[src/rtl/core/assert_macros.svh]
// Assertion macros shared by the nearest palette color search RTL.
// Simulation builds get concurrent assertions; synthesis builds get empty bodies.
`ifndef ASSERT_MACROS_SVH
`define ASSERT_MACROS_SVH
`ifndef SYNTHESIS
`define ASSERT_IMPLIES(label, clk, rst, ante, cons) \
    label: assert property (@(posedge clk) disable iff (!rst) (ante) |-> (cons)) \
        else $error("assertion failed");
`define ASSERT_NEXT(label, clk, rst, ante, cons) \
    label: assert property (@(posedge clk) disable iff (!rst) (ante) |=> (cons)) \
        else $error("assertion failed");
`define ASSERT_NEVER(label, clk, rst, cond) \
    label: assert property (@(posedge clk) disable iff (!rst) !(cond)) \
        else $error("assertion failed");
`else
`define ASSERT_IMPLIES(label, clk, rst, ante, cons)
`define ASSERT_NEXT(label, clk, rst, ante, cons)
`define ASSERT_NEVER(label, clk, rst, cond)
`endif
`endif

[src/rtl/core/npcs_pkg.sv]
// Package for the nearest palette color search: widths, color and tag types,
// and small helper functions. Depends on nothing.
`timescale 1ns / 1ps
`default_nettype none
package npcs_pkg;

    localparam int ENTRIES_DEFAULT = 256;
    localparam int IDX_W           = 8;
    localparam int CH_W            = 8;
    localparam int Q_CH_W          = 5;
    localparam int RGB555_W        = 15;
    localparam int SQ_W            = 16;
    localparam int DIST_W          = 18;
    localparam logic [DIST_W-1:0] MAX_DIST = DIST_W'(195075);

    // One palette entry: red in the low byte, blue in the high byte.
    typedef struct packed {
        logic [CH_W-1:0] blue;
        logic [CH_W-1:0] green;
        logic [CH_W-1:0] red;
    } rgb_t;

    localparam int RGB_W = $bits(rgb_t);

    // Travels down the distance pipeline alongside each palette entry.
    typedef struct packed {
        logic             valid;
        logic             first;
        logic             last;
        logic [IDX_W-1:0] idx;
    } scan_tag_t;

    // Expands a 5-bit channel to 8 bits as (v << 3) + 4.
    function automatic logic [CH_W-1:0] expand5(input logic [Q_CH_W-1:0] v);
        return {v, 3'b100};
    endfunction

    function automatic logic [CH_W-1:0] abs_diff(input logic [CH_W-1:0] a,
                                                 input logic [CH_W-1:0] b);
        return (a >= b) ? (a - b) : (b - a);
    endfunction

endpackage
`default_nettype wire

[src/rtl/core/npcs_dist.sv]
// Two-stage squared distance unit: per-channel squares, then their sum.
// Depends on npcs_pkg for the widths, the color and tag types and abs_diff.
`timescale 1ns / 1ps
`default_nettype none
module npcs_dist (
    input  wire logic                           clk,
    input  wire logic                           rst_n,
    input  wire npcs_pkg::scan_tag_t            tag_in,
    input  wire logic                           entry_valid,
    input  wire npcs_pkg::rgb_t                 entry,
    input  wire npcs_pkg::rgb_t                 query,
    output npcs_pkg::scan_tag_t                 tag_out,
    output logic [npcs_pkg::DIST_W-1:0]         sq_dist
);
    import npcs_pkg::*;

    rgb_t            ent;
    logic [SQ_W-1:0] sq_r_reg;
    logic [SQ_W-1:0] sq_g_reg;
    logic [SQ_W-1:0] sq_b_reg;
    scan_tag_t       tag1_reg;
    scan_tag_t       tag2_reg;
    logic [DIST_W-1:0] dist_reg;

    // A never-loaded entry reads as black.
    assign ent = entry_valid ? entry : '0;

    always_ff @(posedge clk or negedge rst_n)
    begin
        if (!rst_n)
        begin
            tag1_reg <= '0;
            tag2_reg <= '0;
        end
        else
        begin
            tag1_reg <= tag_in;
            tag2_reg <= tag1_reg;
        end
    end

    always_ff @(posedge clk)
    begin
        sq_r_reg <= SQ_W'(abs_diff(query.red,   ent.red))
                  * SQ_W'(abs_diff(query.red,   ent.red));
        sq_g_reg <= SQ_W'(abs_diff(query.green, ent.green))
                  * SQ_W'(abs_diff(query.green, ent.green));
        sq_b_reg <= SQ_W'(abs_diff(query.blue,  ent.blue))
                  * SQ_W'(abs_diff(query.blue,  ent.blue));
        dist_reg <= DIST_W'(sq_r_reg) + DIST_W'(sq_g_reg) + DIST_W'(sq_b_reg);
    end

    assign tag_out = tag2_reg;
    assign sq_dist = dist_reg;

endmodule
`default_nettype wire

[config.mk]
export PLATFORM = sky130hd
export DESIGN_NAME = npcs_dist
export DESIGN_NICKNAME = d
export VERILOG_FILES = /design/src/rtl/core/assert_macros.svh /design/src/rtl/core/npcs_pkg.sv /design/src/rtl/core/npcs_dist.sv
export SDC_FILE = /design/constraint.sdc
export NUM_CORES = 1
export LEC_CHECK = 0
export BUFFER_PORTS_ARGS = -buffer_cell sky130_fd_sc_hd__buf_2
export CAP_MARGIN = 0
export CORE_ASPECT_RATIO = 1.5
export CORE_UTILIZATION = 60
export CTS_BUF_LIST = sky130_fd_sc_hd__clkbuf_16
export CTS_CLUSTER_DIAMETER = 80
export DETAILED_ROUTE_END_ITERATION = 7
export PLACE_DENSITY = 0.89
export SLEW_MARGIN = 20
export SYNTH_ARGS = -nofsm -noshare
export SYNTH_HDL_FRONTEND = slang
export SYNTH_SLANG_ARGS = --single-unit
[constraint.sdc]
create_clock -name clk -period 3.2 [get_ports clk]
set_input_delay 0.32 -clock clk [delete_from_list [all_inputs] [get_ports clk]]
set_output_delay 0.32 -clock clk [all_outputs]
set_load 0.01 [all_outputs]
==> reports/qor.log, run 1 <==
INFO  synth          synth-seq-cells=85
INFO  synth          async_flop_share=0.259
INFO  placed_design  routabilityCongestion=0.949
INFO  global_route   grt_max_degree=23
INFO  placed_design  io_port_bufs=90
INFO  synth          synth_cells=1075
INFO  synth          number_of_synthesized_flops_with_an_enable_pin=0
INFO  synth          synth-main-ff-cell=sky130_fd_sc_hd__dfxtp_1
INFO  cts            tritoncts_num_sinks=85
INFO  floorplan      row_count=56
INFO  global_route   globalRoute.totalOverflow=164
INFO  floorplan      height_of_the_die=158um
INFO  status         flow.stopped_at=5_1_grt
INFO  placed_design  dp_wirelength=23300um
INFO  synth          yosys.cell_types.count=62
INFO  global_route   tot_gr_track_use=0.764
INFO  synth          ys_warn_count=0
INFO  synth          synth_area=9700squm
INFO  synth          yosysSeqAreaShare=0.187
INFO  sta            worst_path_end_type=register data pin
INFO  status         status=did not finish
INFO  floorplan      die_w=106um
INFO  sta            worst_endpoint=sq_b_reg[14]$_DFF_P_/D
INFO  floorplan      ios=91
INFO  cts            tritoncts_buffers=9
INFO  cts            clock_tree.htree_level_count=3
INFO  placed_design  placedInstanceArea=12700squm
INFO  floorplan      starting_density_of_the_core=0.618
INFO  synth          avgSynthCellArea=9.02squm
INFO  status         error_line=[ERROR GRT-0232] Routing congestion too high. Check the congestion heatmap in the GUI.
INFO  cts            clk_path_buf_depth=2
INFO  placed_design  placed_cells=1596
INFO  cts            cts_root_buffer=sky130_fd_sc_hd__clkbuf_16
[cell families after synthesis]
kind of cell,Yosys count,share of synthesized area
XOR/XNOR,79,0.0752
multiplexers,16,0.0165
buffers and inverters,226,0.0894
AND/OR/NAND/NOR,255,0.124
other,1,0.000387
adder cells (fa/ha/maj),250,0.397
flip-flops,85,0.187
AO/OA/AOI/OAI,163,0.110
[through the flow]
stage	hold WS, ns	setup slack (ns)
CTS	0.0802	-2.59
floorplan	0.0244	-2.58
detailed placement	0.296	-3.23
global placement	0.280	-2.85
[synthesized netlist by cell type (all sizes together) (8+ instances only)]
cell    count  area share
xnor2      57       0.055
buf         9      0.0054
o21ai      28       0.014
a21o       26       0.020
nand3      15      0.0077
o21a        8      0.0062
o21bai      8      0.0062
nand2      54       0.021
nor2b      11      0.0071
a21oi      59       0.031
mux2i      16       0.017
xor2       22       0.021
dfxtp      63        0.13
fa         97        0.20
or2        15      0.0097
inv       211       0.082
dfrtp      22       0.057
nand2b     12      0.0077
nor3       18      0.0093
ha        153        0.20
nor2      103       0.041
[layer usage]
metal,overflow,global-route usage
met1,0,0.744
met2,99,0.973
met3,0,0.521
met4,65,0.907
met5,0,0.0652
[what timing repair did]
action | 4_1_cts
hold buffers | 1
pin swaps | 55
hold endpoints to repair | 22
resized for setup | 96
setup buffers | 24
endpoints found under the setup margin | 40
==> run 2, diff against run 1 <==
--- a/config.mk
+++ b/config.mk
@@ -7,12 +7,9 @@
 export LEC_CHECK = 0
 export BUFFER_PORTS_ARGS = -buffer_cell sky130_fd_sc_hd__buf_2
 export CAP_MARGIN = 0
-export CORE_ASPECT_RATIO = 1.5
-export CORE_UTILIZATION = 60
-export CTS_BUF_LIST = sky130_fd_sc_hd__clkbuf_16
-export CTS_CLUSTER_DIAMETER = 80
+export CORE_UTILIZATION = 40
 export DETAILED_ROUTE_END_ITERATION = 7
-export PLACE_DENSITY = 0.89
+export PLACE_DENSITY_LB_ADDON = 0.15
 export SLEW_MARGIN = 20
 export SYNTH_ARGS = -nofsm -noshare
 export SYNTH_HDL_FRONTEND = slang
==> run 2 against run 1 <==
The flow now finishes, with violations (setup timing). Synthesized cell count unchanged. Area after synthesis stayed put.
==> reports/qor.log, run 2 <==
INFO  status         status=complete, but fails checks
INFO  status         violations=setup timing
INFO  worst_setup_path sum_of_buffers_and_inverters_on_the_critical_path=10
INFO  drt            postRouteWirelength=21300um
INFO  synth          number_of_synthesized_flops_with_an_enable_pin=0 [unchanged]
INFO  synth          synth_cells=1075 [unchanged]
INFO  cts            tritoncts_num_sinks=85 [unchanged]
INFO  placed_design  placed_cells=1732 [+8.5%]
INFO  synth          ys_warn_count=0 [unchanged]
INFO  final_layout   syn_to_final_growth=47.4%
INFO  final_layout   final_design_area_no_fill=14300squm
INFO  sta            final-setup-viol-count=39
INFO  worst_hold_path timing.hold.worst.class=input pin to register
INFO  drt            via_count=8034
INFO  sta            period_needed=5.67ns
INFO  worst_setup_path critical-path-top-delay-family=adder cells
INFO  floorplan      fp.dieArea=24900squm
INFO  final_layout   final_common_cell=sky130_fd_sc_hd__buf_4
INFO  sta            drv_slew=0
INFO  worst_setup_path worstSetupStartpointType=input pin
INFO  placed_design  placedInstanceArea=13100squm [+2.5%]
INFO  worst_setup_path critPathMaxFanout=8
INFO  worst_setup_path endpoint_kind=register
INFO  floorplan      starting_density_of_the_core=0.411 [-0.207]
INFO  cts            tritoncts_clock_tree=done
INFO  job            max-cap-violations=0
INFO  synth          synth-seq-cells=85 [unchanged]
INFO  sta            final.period_utilization=1.77
INFO  global_route   groute.layer.met2.usage=0.325
INFO  floorplan      die_w=158um [+49%]
INFO  worst_setup_path slowest_stage=sky130_fd_sc_hd__fa_1
INFO  final_layout   layout.cells.most_common_list=sky130_fd_sc_hd__buf_4 (282), sky130_fd_sc_hd__inv_1 (174), sky130_fd_sc_hd__ha_1 (123), sky130_fd_sc_hd__fa_1 (90), sky130_fd_sc_hd__buf_2 (89)
INFO  final_layout   post_route_cells_drive_above_1_share=0.420
INFO  cts            worst_setup_hold_path_clk_slew=0.06ns
INFO  sta            grt_setup_unrepaired=yes
INFO  placed_design  routabilityCongestion=0.822 [-13%]
INFO  global_route   met3_usage=0.0145
INFO  synth          synth_top_cell_area_share=0.200 [unchanged]
INFO  worst_setup_path timing.critical_path.required=3.41ns
INFO  global_route   antenna_found_initial=0
INFO  cts            insertion_delay=0.33ns
INFO  floorplan      ios=91 [unchanged]
INFO  worst_setup_path worstPathArrival=5.88ns
INFO  synth          synth_area_leader_cell=sky130_fd_sc_hd__fa_1
INFO  global_route   tot_gr_track_use=0.180
INFO  drt            ant_nets=0
INFO  final_layout   layout.cells.non_filler=1790
INFO  cts            cts_root_buffer=sky130_fd_sc_hd__clkbuf_16
INFO  synth          yosys.cell_types.count=62 [unchanged]
INFO  global_route   grt_pass1_vias=8341
INFO  worst_setup_path peak_per_stage_delay_on_the_critical_path=0.51ns
INFO  final_layout   core_util_final=0.606
INFO  cts            tritoncts_buffers=9 [unchanged]
INFO  synth          synth_area=9700squm [unchanged]
INFO  sta            final.hold.worst_slack=0.0913ns
INFO  sta            max_clock_freq=176MHz
INFO  sta            timing.final.ws_setup=-2.47ns
INFO  synth          avgSynthCellArea=9.02squm [unchanged]
INFO  synth          yosysSeqAreaShare=0.187 [unchanged]
INFO  synth          yosysMostFrequentCell=sky130_fd_sc_hd__inv_1
INFO  worst_setup_path path_class=input pin to register
INFO  final_layout   nNetsFinal=1778
INFO  drt            iteration_count_of_the_initial_detailed_routing_pass=5
INFO  floorplan      core=23600squm
INFO  cts            clock_tree.htree_level_count=3 [unchanged]
INFO  synth          ys_top_cells_by_area=sky130_fd_sc_hd__fa_1 (20%), sky130_fd_sc_hd__ha_1 (20%), sky130_fd_sc_hd__dfxtp_1 (13%)
INFO  drt            drt_iter0_drc=208
INFO  global_route   globalRoute.totalOverflow=0
INFO  synth          synth_common_cells=sky130_fd_sc_hd__inv_1 (206), sky130_fd_sc_hd__ha_1 (153), sky130_fd_sc_hd__nor2_1 (100)
INFO  global_route   grt_use_met1=0.236
INFO  global_route   grt_max_degree=23
INFO  final_layout   antenna-diode-count=0
INFO  drt            remaining_drc_errors=0
INFO  final_layout   largest_register_ff_count=18
INFO  placed_design  io_port_bufs=90 [unchanged]
INFO  worst_setup_path most_common_cell_type_on_the_critical_path=sky130_fd_sc_hd__fa_1
INFO  synth          async_flop_share=0.259 [unchanged]
INFO  drt            detail_route.wl_per_cell=11.9um
INFO  cts            clk_path_buf_depth=2 [unchanged]
INFO  synth          synth-main-ff-cell=sky130_fd_sc_hd__dfxtp_1
INFO  sta            clock-skew-final=0.00513ns
INFO  sta            final_hold_viol_count=0
INFO  placed_design  dp_wirelength=18000um [-23%]
INFO  floorplan      height_of_the_die=158um [unchanged]
INFO  final_layout   fillerInstances=2106
INFO  floorplan      row_count=56 [unchanged]
INFO  global_route   grt_first_pass_wirelength=36500um
INFO  global_route   globalRoute.busiestLayer=met2
INFO  drt            via_cell_ratio=4.49
[run 2: cell counts after synthesis]
Identical to the previous run, type by type.
[run 2: what timing repair did]
| action | CTS | global route |
|---|---|---|
| hold buffers | 1 | 0 |
| resized for setup | 69 | 56 |
| gates cloned | 2 | 0 |
| setup buffers | 22 | 19 |
| setup endpoints to repair | 39 | 40 |
| pin swaps | 56 | 58 |
| endpoints found under the hold margin | 22 | 0 |
[run 2: path summary, 6_finish.rpt]
check,from,depth (start not counted),slack (ns),to
worst min-delay path,tag_in[7],1,0.09,tag1_reg[7]$_DFF_PN0_
max in group asynchronous,rst_n,2,2.42,tag1_reg[3]$_DFF_PN0_
worst max-delay path,entry_valid,29,-2.47,sq_r_reg[14]$_DFF_P_
worst max register to register,sq_g_reg[4]$_DFF_P_,9,0.64,sq_dist[16]$_DFF_P_
min in group asynchronous,rst_n,2,0.46,tag_out[10]$_DFF_PN0_
worst min register to register,tag1_reg[1]$_DFF_PN0_,0,0.35,tag_out[1]$_DFF_PN0_
[run 2: logic make-up (layout without fill, tap and decap cells)]
logic type,Yosys count,in the layout,share of synthesized area
fa+ha+maj,250,250,0.397
simple gates,255,255,0.124
xor+xnor,79,79,0.0752
compound gates,163,163,0.110
flops,85,85,0.187
mux,16,16,0.0165
buf+inv,226,620,0.0894
other cells,1,3,0.000387
[run 2: layout make-up]
class / instances / area [sq um] / area share
Clock buffer: 9 / 225 / 0.0158
Timing Repair Buffer: 393 / 2890 / 0.202
Sequential cell: 85 / 1810 / 0.127
Inverter: 211 / 795 / 0.0556
Clock inverter: 7 / 75.1 / 0.00525
Tap cell: 319 / 399 / 0.0279
Multi-Input combinational cell: 766 / 8100 / 0.567
[run 2: through the flow]
stage	setup TNS, ns	worst slack [ns]
after floorplan	-71.31	-2.58
after global placement	-87.44	-2.88
after detailed placement	-90.32	-2.92
after CTS	-73.27	-2.45
after global routing	-81.14	-2.72
final	-72.92	-2.47
[run 2: layer usage]
| metal | share of wire | routed length (um) |
|---|---|---|
| met5 | 0 | 0 |
| met4 | 0.0093 | 199 |
| met3 | 0.034 | 719 |
| met2 | 0.49 | 10500 |
| met1 | 0.47 | 9970 |
Power of run 2 is left out: the tool's default activity adds up to more than one toggle a clock period on the data nets, which glitch-free logic cannot reach.
